File: config.mk
export PLATFORM = sky130hd
export DESIGN_NAME = cassette_tone_and_pulse_timer_top_flat
export DESIGN_NICKNAME = d
export VERILOG_FILES = /design/src/design/ctp_pkg.sv /design/src/design/ctp_if.sv /design/src/design/cassette_tone_and_pulse_timer_top.sv /design/src/flat_wrapper.sv
export SDC_FILE = /design/constraint.sdc
export NUM_CORES = 2
export LEC_CHECK = 0
export ABC_AREA = 1
export BUFFER_PORTS_ARGS = -buffer_cell sky130_fd_sc_hd__buf_2
export CORE_MARGIN = 1
export CORE_UTILIZATION = 30
export DETAILED_ROUTE_END_ITERATION = 12
export SLEW_MARGIN = 20
export SYNTH_ARGS = -nofsm -noshare
export SYNTH_HDL_FRONTEND = slang
export SYNTH_SLANG_ARGS = --single-unit
File: constraint.sdc
create_clock -name clk -period 7.1 [get_ports clk]
set_clock_uncertainty 0.05 [all_clocks]
set_input_delay 1.065 -clock clk [delete_from_list [all_inputs] [get_ports clk]]
set_output_delay 1.065 -clock clk [all_outputs]
set_load 0.05 [all_outputs]
File: src/design/ctp_pkg.sv
// Shared types and constants for the cassette tone and pulse timer.
// Used by the top level only; the interfaces and the port checker do not import it.
package ctp_pkg;

	// Register map: register i lives at byte address 4*i.
	localparam int unsigned PADDR_W = 5;

	typedef enum logic [2:0] {
		REG_TONE_HALF_PERIOD  = 3'd0,
		REG_SAMPLES_PER_CYCLE = 3'd1,
		REG_CYCLES_PER_SAMPLE = 3'd2,
		REG_RECORD_ENABLE     = 3'd3,
		REG_PLAY_ENABLE       = 3'd4,
		REG_INITIAL_LEVEL     = 3'd5
	} reg_idx_t;

	// Register reset values.
	localparam logic [15:0] TONE_HALF_RESET   = 16'd208;
	localparam logic [23:0] SPC_Q24_RESET     = 24'd739875;
	localparam logic [25:0] CPS_Q16_RESET     = 26'd1486279;

	// Rounding offsets for the two fixed-point scalings.
	localparam logic [23:0] REC_ROUND  = 24'h800000;
	localparam logic [15:0] PLAY_ROUND = 16'h8000;

	// Largest reportable recorded length.
	localparam logic [23:0] REC_MAX = 24'hFFFFFF;

	typedef struct packed {
		logic        tone_enable;
		logic        tape_data;
		logic        pulse_avail;
		logic [23:0] next_pulse_len;
	} item_t;

	typedef struct packed {
		logic        tone;
		logic        cas_out;
		logic        cas_in;
		logic        pulse_taken;
		logic        rec_valid;
		logic [23:0] rec_len;
		logic        load_active;
	} result_t;

endpackage

File: src/design/ctp_if.sv
// Valid/ready channel interfaces for the tick items and the per-tick results.
// Field widths follow ctp_pkg.
interface ctp_in_if;
	logic        valid;
	logic        ready;
	logic        tone_enable;
	logic        tape_data;
	logic        pulse_avail;
	logic [23:0] next_pulse_len;

	modport source (output valid, output tone_enable, output tape_data,
		output pulse_avail, output next_pulse_len, input ready);
	modport sink (input valid, input tone_enable, input tape_data,
		input pulse_avail, input next_pulse_len, output ready);
endinterface

interface ctp_out_if;
	logic        valid;
	logic        ready;
	logic        tone;
	logic        cas_out;
	logic        cas_in;
	logic        pulse_taken;
	logic        rec_valid;
	logic [23:0] rec_len;
	logic        load_active;

	modport source (output valid, output tone, output cas_out, output cas_in,
		output pulse_taken, output rec_valid, output rec_len, output load_active,
		input ready);
	modport sink (input valid, input tone, input cas_out, input cas_in,
		input pulse_taken, input rec_valid, input rec_len, input load_active,
		output ready);
endinterface

File: src/design/cassette_tone_and_pulse_timer_top.sv
// Cassette tone generator and pulse timer, top level.
// Depends on ctp_pkg and the channel interfaces in ctp_if.sv.
//
// Usage: every beat on ticks is one machine clock tick. For each tick the
// block returns exactly one beat on results carrying the tone level, the
// cassette output level, the played cassette input level, whether the offered
// playback pulse length was consumed, and (when recording) the length of the
// gap that just ended, in sample units.
// Configuration is written through the APB-style port while the block is idle;
// register i sits at byte address 4*i and reads back its current value.
//
// Pipeline: a tick beat accepted into the input register (s1) has its result
// computed from that register; the result is loaded into the result register
// (s2) as soon as that register is free, and is offered on results from there.
// Throughput: one tick per cycle while results is not held off. All per-tick
// state (tone phase, gap counter, playback counters) updates in one pass;
// the longest path is the playback target multiplier (length times Q16 ratio,
// rounded and saturated) from the input register into the target register.
// Stalls: when results is held off, the result register keeps its beat and
// the input register can still take one more tick; only when both are full
// does ticks drop ready. Nothing is dropped or repeated.
// Reset: arst_n clears both pipeline valids and returns the registers and the
// tone, gap and playback state to their defaults (playback waiting to start,
// stream considered loaded, input level equal to the initial_level default).
module cassette_tone_and_pulse_timer_top #(
	parameter int unsigned COUNT_WIDTH = 24
) (
	input  logic                       clk,
	input  logic                       arst_n,
	input  logic                       psel,
	input  logic                       penable,
	input  logic                       pwrite,
	input  logic [ctp_pkg::PADDR_W-1:0] paddr,
	input  logic [31:0]                pwdata,
	output logic [31:0]                prdata,
	output logic                       pready,
	ctp_in_if.sink                     ticks,
	ctp_out_if.source                  results
);

	localparam int unsigned CW   = COUNT_WIDTH;
	// Width of gap_count * Q24 plus rounding, and of the scaled value after >> 24.
	localparam int unsigned RS_W = CW + 25;
	localparam int unsigned RQ_W = RS_W - 24;
	// Width of length * Q16 plus rounding, and of the scaled value after >> 16.
	localparam int unsigned PS_W = 51;
	localparam int unsigned PQ_W = PS_W - 16;
	localparam logic [CW-1:0] COUNT_MAX = '1;

	// Configuration registers.
	logic [15:0] tone_half_q;
	logic [23:0] spc_q24_q;
	logic [25:0] cps_q16_q;
	logic        rec_en_q;
	logic        play_en_q;
	logic        init_level_q;

	// Per-tick state.
	logic [15:0]   tone_phase_q;
	logic          tone_level_q;
	logic          last_cas_out_q;
	logic [CW-1:0] gap_count_q;
	logic          play_level_q;
	logic [CW-1:0] play_elapsed_q;
	logic [CW-1:0] play_target_q;
	logic          start_pending_q;
	logic          loading_q;

	// Pipeline registers.
	logic             valid_s1;
	ctp_pkg::item_t   item_s1;
	logic             valid_s2;
	ctp_pkg::result_t result_s2;

	logic cfg_wr;
	ctp_pkg::reg_idx_t cfg_idx;

	logic out_free;
	logic step;

	// Tone divider signals.
	logic [15:0] half_eff;
	logic [15:0] phase_adj;
	logic [16:0] phase_inc;
	logic [15:0] phase_next;
	logic        tone_next;
	logic        cas_out_c;
	logic        edge_seen;

	// Recording signals.
	logic [RS_W-1:0] rec_sum;
	logic [RQ_W-1:0] rec_scaled;
	logic [23:0]     rec_len_c;
	logic [CW-1:0]   gap_next;

	// Playback signals.
	logic [PS_W-1:0] play_sum;
	logic [PQ_W-1:0] play_scaled;
	logic [CW-1:0]   target_sat;
	logic [CW-1:0]   target_c;
	logic            start_c;
	logic            taken_c;
	logic            level_next;
	logic            loading_next;
	logic            pending_next;
	logic [CW-1:0]   elapsed_next;
	logic [CW-1:0]   target_next;

	ctp_pkg::result_t result_c;

	// ---------------------------------------------------------------------
	// Configuration port
	// ---------------------------------------------------------------------
	assign pready  = 1'b1;
	assign cfg_wr  = psel && penable && pwrite;
	assign cfg_idx = ctp_pkg::reg_idx_t'(paddr[ctp_pkg::PADDR_W-1:2]);

	always_comb begin
		case (cfg_idx)
			ctp_pkg::REG_TONE_HALF_PERIOD:  prdata = {16'd0, tone_half_q};
			ctp_pkg::REG_SAMPLES_PER_CYCLE: prdata = {8'd0, spc_q24_q};
			ctp_pkg::REG_CYCLES_PER_SAMPLE: prdata = {6'd0, cps_q16_q};
			ctp_pkg::REG_RECORD_ENABLE:     prdata = {31'd0, rec_en_q};
			ctp_pkg::REG_PLAY_ENABLE:       prdata = {31'd0, play_en_q};
			ctp_pkg::REG_INITIAL_LEVEL:     prdata = {31'd0, init_level_q};
			default:                        prdata = 32'd0;
		endcase
	end

	always_ff @(posedge clk or negedge arst_n) begin
		if (!arst_n) begin
			tone_half_q  <= ctp_pkg::TONE_HALF_RESET;
			spc_q24_q    <= ctp_pkg::SPC_Q24_RESET;
			cps_q16_q    <= ctp_pkg::CPS_Q16_RESET;
			rec_en_q     <= 1'b0;
			play_en_q    <= 1'b0;
			init_level_q <= 1'b0;
		end else if (cfg_wr) begin
			case (cfg_idx)
				ctp_pkg::REG_TONE_HALF_PERIOD:  tone_half_q  <= pwdata[15:0];
				ctp_pkg::REG_SAMPLES_PER_CYCLE: spc_q24_q    <= pwdata[23:0];
				ctp_pkg::REG_CYCLES_PER_SAMPLE: cps_q16_q    <= pwdata[25:0];
				ctp_pkg::REG_RECORD_ENABLE:     rec_en_q     <= pwdata[0];
				ctp_pkg::REG_PLAY_ENABLE:       play_en_q    <= pwdata[0];
				ctp_pkg::REG_INITIAL_LEVEL:     init_level_q <= pwdata[0];
				default: ;
			endcase
		end
	end

	// ---------------------------------------------------------------------
	// Handshake: input register (s1) and result register (s2)
	// ---------------------------------------------------------------------
	assign out_free    = !valid_s2 || results.ready;
	assign step        = valid_s1 && out_free;
	assign ticks.ready = !valid_s1 || out_free;

	always_ff @(posedge clk or negedge arst_n) begin
		if (!arst_n) begin
			valid_s1 <= 1'b0;
			valid_s2 <= 1'b0;
		end else begin
			if (ticks.valid && ticks.ready) begin
				valid_s1 <= 1'b1;
			end else if (step) begin
				valid_s1 <= 1'b0;
			end
			if (step) begin
				valid_s2 <= 1'b1;
			end else if (results.ready) begin
				valid_s2 <= 1'b0;
			end
		end
	end

	always_ff @(posedge clk) begin
		if (ticks.valid && ticks.ready) begin
			item_s1.tone_enable    <= ticks.tone_enable;
			item_s1.tape_data      <= ticks.tape_data;
			item_s1.pulse_avail    <= ticks.pulse_avail;
			item_s1.next_pulse_len <= ticks.next_pulse_len;
		end
		if (step) begin
			result_s2 <= result_c;
		end
	end

	// ---------------------------------------------------------------------
	// Tone divider and cassette output
	// ---------------------------------------------------------------------
	always_comb begin
		// A half period of zero behaves as one; a phase at or beyond a shrunk
		// half period wraps back to zero.
		half_eff   = (tone_half_q == 16'd0) ? 16'd1 : tone_half_q;
		phase_adj  = (tone_phase_q >= half_eff) ? 16'd0 : tone_phase_q;
		tone_next  = tone_level_q ^ (phase_adj == 16'd0);
		phase_inc  = {1'b0, phase_adj} + 17'd1;
		phase_next = (phase_inc >= {1'b0, half_eff}) ? 16'd0 : phase_inc[15:0];
		cas_out_c  = ~((~item_s1.tone_enable | tone_next) & item_s1.tape_data);
		edge_seen  = (cas_out_c != last_cas_out_q);
	end

	// ---------------------------------------------------------------------
	// Gap recording: gap_count * Q24 ratio, round half up, saturate
	// ---------------------------------------------------------------------
	always_comb begin
		rec_sum    = RS_W'(gap_count_q) * RS_W'(spc_q24_q) + RS_W'(ctp_pkg::REC_ROUND);
		rec_scaled = rec_sum[RS_W-1:24];
		if (rec_scaled > RQ_W'(ctp_pkg::REC_MAX)) begin
			rec_len_c = ctp_pkg::REC_MAX;
		end else begin
			rec_len_c = rec_scaled[23:0];
		end
		// An edge restarts the count; it then counts this tick.
		if (edge_seen) begin
			gap_next = CW'(1);
		end else if (gap_count_q == COUNT_MAX) begin
			gap_next = COUNT_MAX;
		end else begin
			gap_next = gap_count_q + CW'(1);
		end
	end

	// ---------------------------------------------------------------------
	// Playback: pulse length * Q16 ratio gives the target in cycles
	// ---------------------------------------------------------------------
	always_comb begin
		play_sum    = PS_W'(item_s1.next_pulse_len) * PS_W'(cps_q16_q)
			+ PS_W'(ctp_pkg::PLAY_ROUND);
		play_scaled = play_sum[PS_W-1:16];
		target_sat  = (play_scaled > PQ_W'(COUNT_MAX)) ? COUNT_MAX : play_scaled[CW-1:0];
		// A target that rounds to zero is replaced by the smallest nonzero target.
		target_c    = (target_sat == '0) ? CW'(1) : target_sat;

		start_c      = 1'b0;
		taken_c      = 1'b0;
		level_next   = play_level_q;
		loading_next = loading_q;
		pending_next = start_pending_q;
		target_next  = play_target_q;
		elapsed_next = play_elapsed_q;

		if (loading_q) begin
			start_c = play_en_q && (start_pending_q || (play_elapsed_q >= play_target_q));
			if (start_c) begin
				pending_next = 1'b0;
				level_next   = ~play_level_q;
				elapsed_next = CW'(1);
				if (item_s1.pulse_avail) begin
					target_next = target_c;
					taken_c     = 1'b1;
				end else begin
					// The stream has run dry: playback stops for good.
					loading_next = 1'b0;
				end
			end else if (play_elapsed_q != COUNT_MAX) begin
				elapsed_next = play_elapsed_q + CW'(1);
			end
		end
	end

	always_comb begin
		result_c.tone        = tone_next;
		result_c.cas_out     = cas_out_c;
		result_c.cas_in      = loading_next & level_next;
		result_c.pulse_taken = taken_c;
		result_c.rec_valid   = edge_seen & rec_en_q;
		result_c.rec_len     = (edge_seen && rec_en_q) ? rec_len_c : 24'd0;
		result_c.load_active = loading_next;
	end

	// ---------------------------------------------------------------------
	// State registers, updated once per tick as it moves into s2
	// ---------------------------------------------------------------------
	always_ff @(posedge clk or negedge arst_n) begin
		if (!arst_n) begin
			tone_phase_q    <= 16'd0;
			tone_level_q    <= 1'b0;
			last_cas_out_q  <= 1'b0;
			gap_count_q     <= '0;
			play_level_q    <= 1'b0;
			play_elapsed_q  <= '0;
			play_target_q   <= '0;
			start_pending_q <= 1'b1;
			loading_q       <= 1'b1;
		end else if (step) begin
			tone_phase_q    <= phase_next;
			tone_level_q    <= tone_next;
			last_cas_out_q  <= cas_out_c;
			gap_count_q     <= gap_next;
			play_level_q    <= level_next;
			play_elapsed_q  <= elapsed_next;
			play_target_q   <= target_next;
			start_pending_q <= pending_next;
			loading_q       <= loading_next;
		end else if (cfg_wr && (cfg_idx == ctp_pkg::REG_INITIAL_LEVEL) && start_pending_q) begin
			// Before the first pulse, the initial level sets the input level.
			play_level_q <= pwdata[0];
		end
	end

	// ---------------------------------------------------------------------
	// Result channel
	// ---------------------------------------------------------------------
	assign results.valid       = valid_s2;
	assign results.tone        = result_s2.tone;
	assign results.cas_out     = result_s2.cas_out;
	assign results.cas_in      = result_s2.cas_in;
	assign results.pulse_taken = result_s2.pulse_taken;
	assign results.rec_valid   = result_s2.rec_valid;
	assign results.rec_len     = result_s2.rec_len;
	assign results.load_active = result_s2.load_active;

endmodule

File: src/flat_wrapper.sv
// flat-port wrapper written by rule: the top's interface ports become plain ports
module cassette_tone_and_pulse_timer_top_flat 
#(
	parameter int unsigned COUNT_WIDTH = 24
)
  (clk, arst_n, psel, penable, pwrite, paddr, pwdata, prdata, pready, ticks_valid, ticks_tone_enable, ticks_tape_data, ticks_pulse_avail, ticks_next_pulse_len, ticks_ready, results_valid, results_tone, results_cas_out, results_cas_in, results_pulse_taken, results_rec_valid, results_rec_len, results_load_active, results_ready);
  ctp_in_if ticks_i ();
  ctp_out_if results_i ();
  input  logic clk;
  input  logic arst_n;
  input  logic psel;
  input  logic penable;
  input  logic pwrite;
  input  logic [ctp_pkg::PADDR_W-1:0] paddr;
  input  logic [31:0] pwdata;
  output logic [31:0] prdata;
  output logic pready;
  input wire logic [$bits(ticks_i.valid)-1:0] ticks_valid;
  input wire logic [$bits(ticks_i.tone_enable)-1:0] ticks_tone_enable;
  input wire logic [$bits(ticks_i.tape_data)-1:0] ticks_tape_data;
  input wire logic [$bits(ticks_i.pulse_avail)-1:0] ticks_pulse_avail;
  input wire logic [$bits(ticks_i.next_pulse_len)-1:0] ticks_next_pulse_len;
  output wire logic [$bits(ticks_i.ready)-1:0] ticks_ready;
  output wire logic [$bits(results_i.valid)-1:0] results_valid;
  output wire logic [$bits(results_i.tone)-1:0] results_tone;
  output wire logic [$bits(results_i.cas_out)-1:0] results_cas_out;
  output wire logic [$bits(results_i.cas_in)-1:0] results_cas_in;
  output wire logic [$bits(results_i.pulse_taken)-1:0] results_pulse_taken;
  output wire logic [$bits(results_i.rec_valid)-1:0] results_rec_valid;
  output wire logic [$bits(results_i.rec_len)-1:0] results_rec_len;
  output wire logic [$bits(results_i.load_active)-1:0] results_load_active;
  input wire logic [$bits(results_i.ready)-1:0] results_ready;
  assign ticks_i.valid = ticks_valid;
  assign ticks_i.tone_enable = ticks_tone_enable;
  assign ticks_i.tape_data = ticks_tape_data;
  assign ticks_i.pulse_avail = ticks_pulse_avail;
  assign ticks_i.next_pulse_len = ticks_next_pulse_len;
  assign ticks_ready = ticks_i.ready;
  assign results_valid = results_i.valid;
  assign results_tone = results_i.tone;
  assign results_cas_out = results_i.cas_out;
  assign results_cas_in = results_i.cas_in;
  assign results_pulse_taken = results_i.pulse_taken;
  assign results_rec_valid = results_i.rec_valid;
  assign results_rec_len = results_i.rec_len;
  assign results_load_active = results_i.load_active;
  assign results_i.ready = results_ready;
  cassette_tone_and_pulse_timer_top #(.COUNT_WIDTH(COUNT_WIDTH)) u_core (.clk(clk), .arst_n(arst_n), .psel(psel), .penable(penable), .pwrite(pwrite), .paddr(paddr), .pwdata(pwdata), .prdata(prdata), .pready(pready), .ticks(ticks_i), .results(results_i));
endmodule
==> results <==
- The run finished with clean final reports.
- The number of sinks handled by clock tree synthesis is around 220.
- From bottom edge to top edge, the die measures between 400 and 500 µm.
- The first global-routing pass estimated around 250,000 µm of wire.
- The amount of wire on met2 after detailed routing is about 75,000 µm.
- The initialized floorplan defines roughly 160 standard-cell rows.
- The clock-pin slew of the registers on the worst-case setup and hold paths is 0.06 ns.
- TritonCTS built the clock tree.
- In this run, synthesis produced a sequential element count of between 200 and 250.
- In the post-synthesis netlist, the biggest area contributors are sky130_fd_sc_hd__fa_1 (37%), sky130_fd_sc_hd__nand2_1 (14%), sky130_fd_sc_hd__inv_1 (14%).
- Setup violations remaining at the end of the flow were counted as 0.
- The worst path in the final design needs a cycle of 6.957 ns, including I/O delays and setup.
- After legalization and detailed placement, the total HPWL measured roughly 130,000 µm.
- The core region is between 150,000 and 200,000 µm².
- In the synthesized netlist the async set-or-reset flop fraction comes to 74.21%.
- Of the available clock period, the critical path in the final layout requires between 90% and 100%.
- Once routing completed, OpenROAD measured the worst setup slack at around 0.14 ns.
- The worst pin sits at a relative slew slack of 18.47%.
- The data arrival at the endpoint of the critical path is between 7 and 8 ns.
- The number of antenna violations at the first check in global routing is 6.
- The number of flops mapped to enable cells by yosys is 57.
- Synthesis instantiated 63 different standard cells from the library.
- The detailed router finished its first iteration with ~2,700 violations.
- The class of the most critical setup path is reg -> reg.
- In this run the top signal layer used is met4.
- After synthesis, the most frequently instantiated cells are sky130_fd_sc_hd__nand2_1 (2,027), sky130_fd_sc_hd__inv_1 (1,980), sky130_fd_sc_hd__fa_1 (1,009).
- For this block, wires on met1 add up to 65,220 µm.
- Of all nets on the critical path, the largest fanout is 14.
- The die is approximately 430 µm wide.
- The sum of overflow across all layers after global routing is 0.
- After detailed routing, the average wire length per cell comes to around 16 µm.
- The count of port buffers added during placement is 120.
- Timing analysis after detailed placement gives a worst setup slack of -0.1227 ns.
- In this run the cell area of the synthesized design comes to 54,040 µm².
- The starting density of the core is roughly 30%.
- The detailed route wirelength on metal3 is 7339 µm.
- The Yosys warning count is 0.
- The library cell with the highest instance count after synthesis is sky130_fd_sc_hd__nand2_1.
- The maximum achievable frequency is about 0.14 GHz.
- The final hold slack is approximately 0.44 ns.
- The root buffer selected by CTS is sky130_fd_sc_hd__clkbuf_16.
- Summed over all layers, the routed wires come to 151,800 µm.
- The hold violation total from the final report is 0.
- Routability-driven placement finished with a final weighted congestion of roughly 0.92.
- STA classifies the critical path endpoint as a register.
- Among all stages on the critical path, the largest delay is contributed by sky130_fd_sc_hd__fa_1.
- The family of cells with the greatest summed delay on the critical path is adder cells.
- At the pin with the least slew margin, the transition time is between 1 and 1.5 ns.
- The total global routing track utilization is 17.23%.
- The finished layout holds approximately 9,700 standard cells, fillers aside.
- Among the stages of the critical path, the cell type that occurs most often is sky130_fd_sc_hd__fa_1.
- After detailed routing, the number of remaining DRC violations is 0.
- The cell count after synthesis is 7,098.
- The via density per instance is roughly 4.5.
- The via count of the first global-routing pass is about 47,000.
- The instance count after placement with tap cells included is between 9,000 and 10,000.
- Together, buffers and inverters on the worst path number 8.
- Entering global routing, the biggest net connects 87 pins.
- On the worst path, the slowest cell contributes a delay of 0.57 ns.
- In the final layout, the share of cells above drive strength 1 is around an eighth.
- In this run the biggest area consumer among cell types represents 37.38% of the synthesized area.
- The average instance in the mapped netlist occupies about 7.6 µm².
- In this run the remaining antenna-violating nets after routing total 0.
- The clock latency on the worst-skew pair is between 0.6 and 0.7 ns.
- The number of detailed-routing iterations run before antenna repair is 6.
- The top flip-flop cell by instance count after synthesis is sky130_fd_sc_hd__dfrtp_1.
- In this run the worst hold path is classified as in -> async.
- The synthesized design spends more area on one cell type than any other, namely sky130_fd_sc_hd__fa_1.
- Setup repair after global routing could not meet its margin everywhere.
- The total die area is about 180,000 µm².
- The maximum level of the CTS H-tree is 2.
- The area growth from synthesis to layout is 16.81%.
- The worst setup path is launched from a register.
- The maximum clock path buffer count is 3.
- The number of primary I/O pins is about 140.
- Summing over every cut layer, the via total after detailed routing is about 44,000.
- The number of buffers created by CTS is 36.
- The number of slew-limit violations in the final report is 0.
- Buffers inserted to repair hold after CTS numbered 0.
- The sequential area share after synthesis is a little over a tenth.
- The max-cap check violation count is 0.
- The total number of nets in the final design is a little under 9,000.
- The worst path required time is 7.56 ns.
## stage by stage
step,setup TNS (ns),util [%],cell area [µm²]
floorplan,0,-,54060
global placement,-1.818,33.60,60010
detailed placement,-3.090,33.60,60010
CTS,-0.04982,34.37,61390
global route,-1.939,35.34,63120
finish,0,35.34,63120
## registers in the layout (all words and copies together) (netlist names), 16 cells and up
register / count
u_core.gap_count_q: 24
u_core.item_s1: 27
u_core.tone_phase_q: 16
u_core.play_target_q: 24
u_core.spc_q24_q: 24
u_core.tone_half_q: 16
u_core.results.rec_len: 24
u_core.play_elapsed_q: 24
u_core.cps_q16_q: 26
## cell type report
class,instances,area [µm²]
Clock inverter,17,171.4
Tap cell,2355,2947
Inverter,1982,7443
Antenna cell,2,5.005
Fill cell,18570,115500
Sequential cell,221,5874
Timing Repair Buffer,575,5116
Multi-Input combinational cell,4547,40500
Clock buffer,49,1065
## logic make-up after synthesis
kind of cell             Yosys count  share of synthesized area (%)
AND/OR/NAND/NOR                 2563                          19.11
buffers and inverters           2335                          16.41
adder cells (fa/ha/maj)         1463                          47.89
AO/OA/AOI/OAI                    441                          4.557
flip-flops                       221                          10.82
XOR/XNOR                          72                          1.167
other                              2                        0.01390
multiplexers                       1                        0.02084
## per-layer routing
layer	track usage (%)	vias to the layer above
li1	-	20950
met1	22.37	21980
met2	29.88	1015
met3	2.005	209
met4	5.108	0
met5	0	-
## path summary, 6_finish.rpt
kind,startpoint,end,slack (ns),depth (start not counted)
worst max-delay path,u_core.cps_q16_q[11],u_core.play_target_q[0],0.14,30
worst min-delay path,arst_n,u_core.valid_s1,0.44,1
max in group asynchronous,arst_n,u_core.cps_q16_q[9],5.07,2
worst min register to register,u_core.tone_half_q[2],u_core.tone_half_q[2],0.44,2
worst max register to register,u_core.cps_q16_q[11],u_core.play_target_q[0],0.14,30
min in group clk,u_core.tone_half_q[2],u_core.tone_half_q[2],0.44,2
## what timing repair did
action,CTS,global route
cloned,0,5
resized for setup,23,301
setup endpoints to repair,47,48
setup buffers,4,39
pin swaps,0,96
## placed cells by master, fill, tap and decap left out, types with 8 or more instances in the layout
master,instances
sky130_fd_sc_hd__a21oi_1,112
sky130_fd_sc_hd__a21oi_2,24
sky130_fd_sc_hd__a22o_1,8
sky130_fd_sc_hd__a31oi_1,8
sky130_fd_sc_hd__buf_12,71
sky130_fd_sc_hd__buf_2,119
sky130_fd_sc_hd__buf_4,347
sky130_fd_sc_hd__buf_6,31
sky130_fd_sc_hd__clkbuf_16,44
sky130_fd_sc_hd__dfrtp_1,120
sky130_fd_sc_hd__dfrtp_2,17
sky130_fd_sc_hd__dfstp_2,26
sky130_fd_sc_hd__edfxtp_1,57
sky130_fd_sc_hd__fa_1,979
sky130_fd_sc_hd__fa_2,30
sky130_fd_sc_hd__ha_1,421
sky130_fd_sc_hd__ha_4,33
sky130_fd_sc_hd__inv_1,1956
sky130_fd_sc_hd__inv_2,23
sky130_fd_sc_hd__nand2_1,1980
sky130_fd_sc_hd__nand2_2,52
sky130_fd_sc_hd__nand3_1,90
sky130_fd_sc_hd__nand3_2,9
sky130_fd_sc_hd__nand3b_1,24
sky130_fd_sc_hd__nand4_1,56
sky130_fd_sc_hd__nor2_1,208
sky130_fd_sc_hd__nor2_2,34
sky130_fd_sc_hd__nor2_4,24
sky130_fd_sc_hd__nor3_1,34
sky130_fd_sc_hd__nor3_2,9
sky130_fd_sc_hd__nor4_1,13
sky130_fd_sc_hd__o211ai_1,21
sky130_fd_sc_hd__o21a_1,10
sky130_fd_sc_hd__o21ai_0,154
sky130_fd_sc_hd__o21ai_1,55
sky130_fd_sc_hd__o21bai_1,10
sky130_fd_sc_hd__xnor2_1,18
sky130_fd_sc_hd__xor2_1,53
## worst register-to-register path: cells and delay by family, from the launching register on
family                     cells  cell delay (ns)
buffers and inverters          8             0.77
DFF                            1             0.56
adders and majority gates      8             3.84
AOI/OAI and AO/OA              1             0.11
and+or+nand+nor               13             1.54
Power is left out: the tool's default activity adds up to more than one toggle a clock period on the data nets, which glitch-free logic cannot reach.
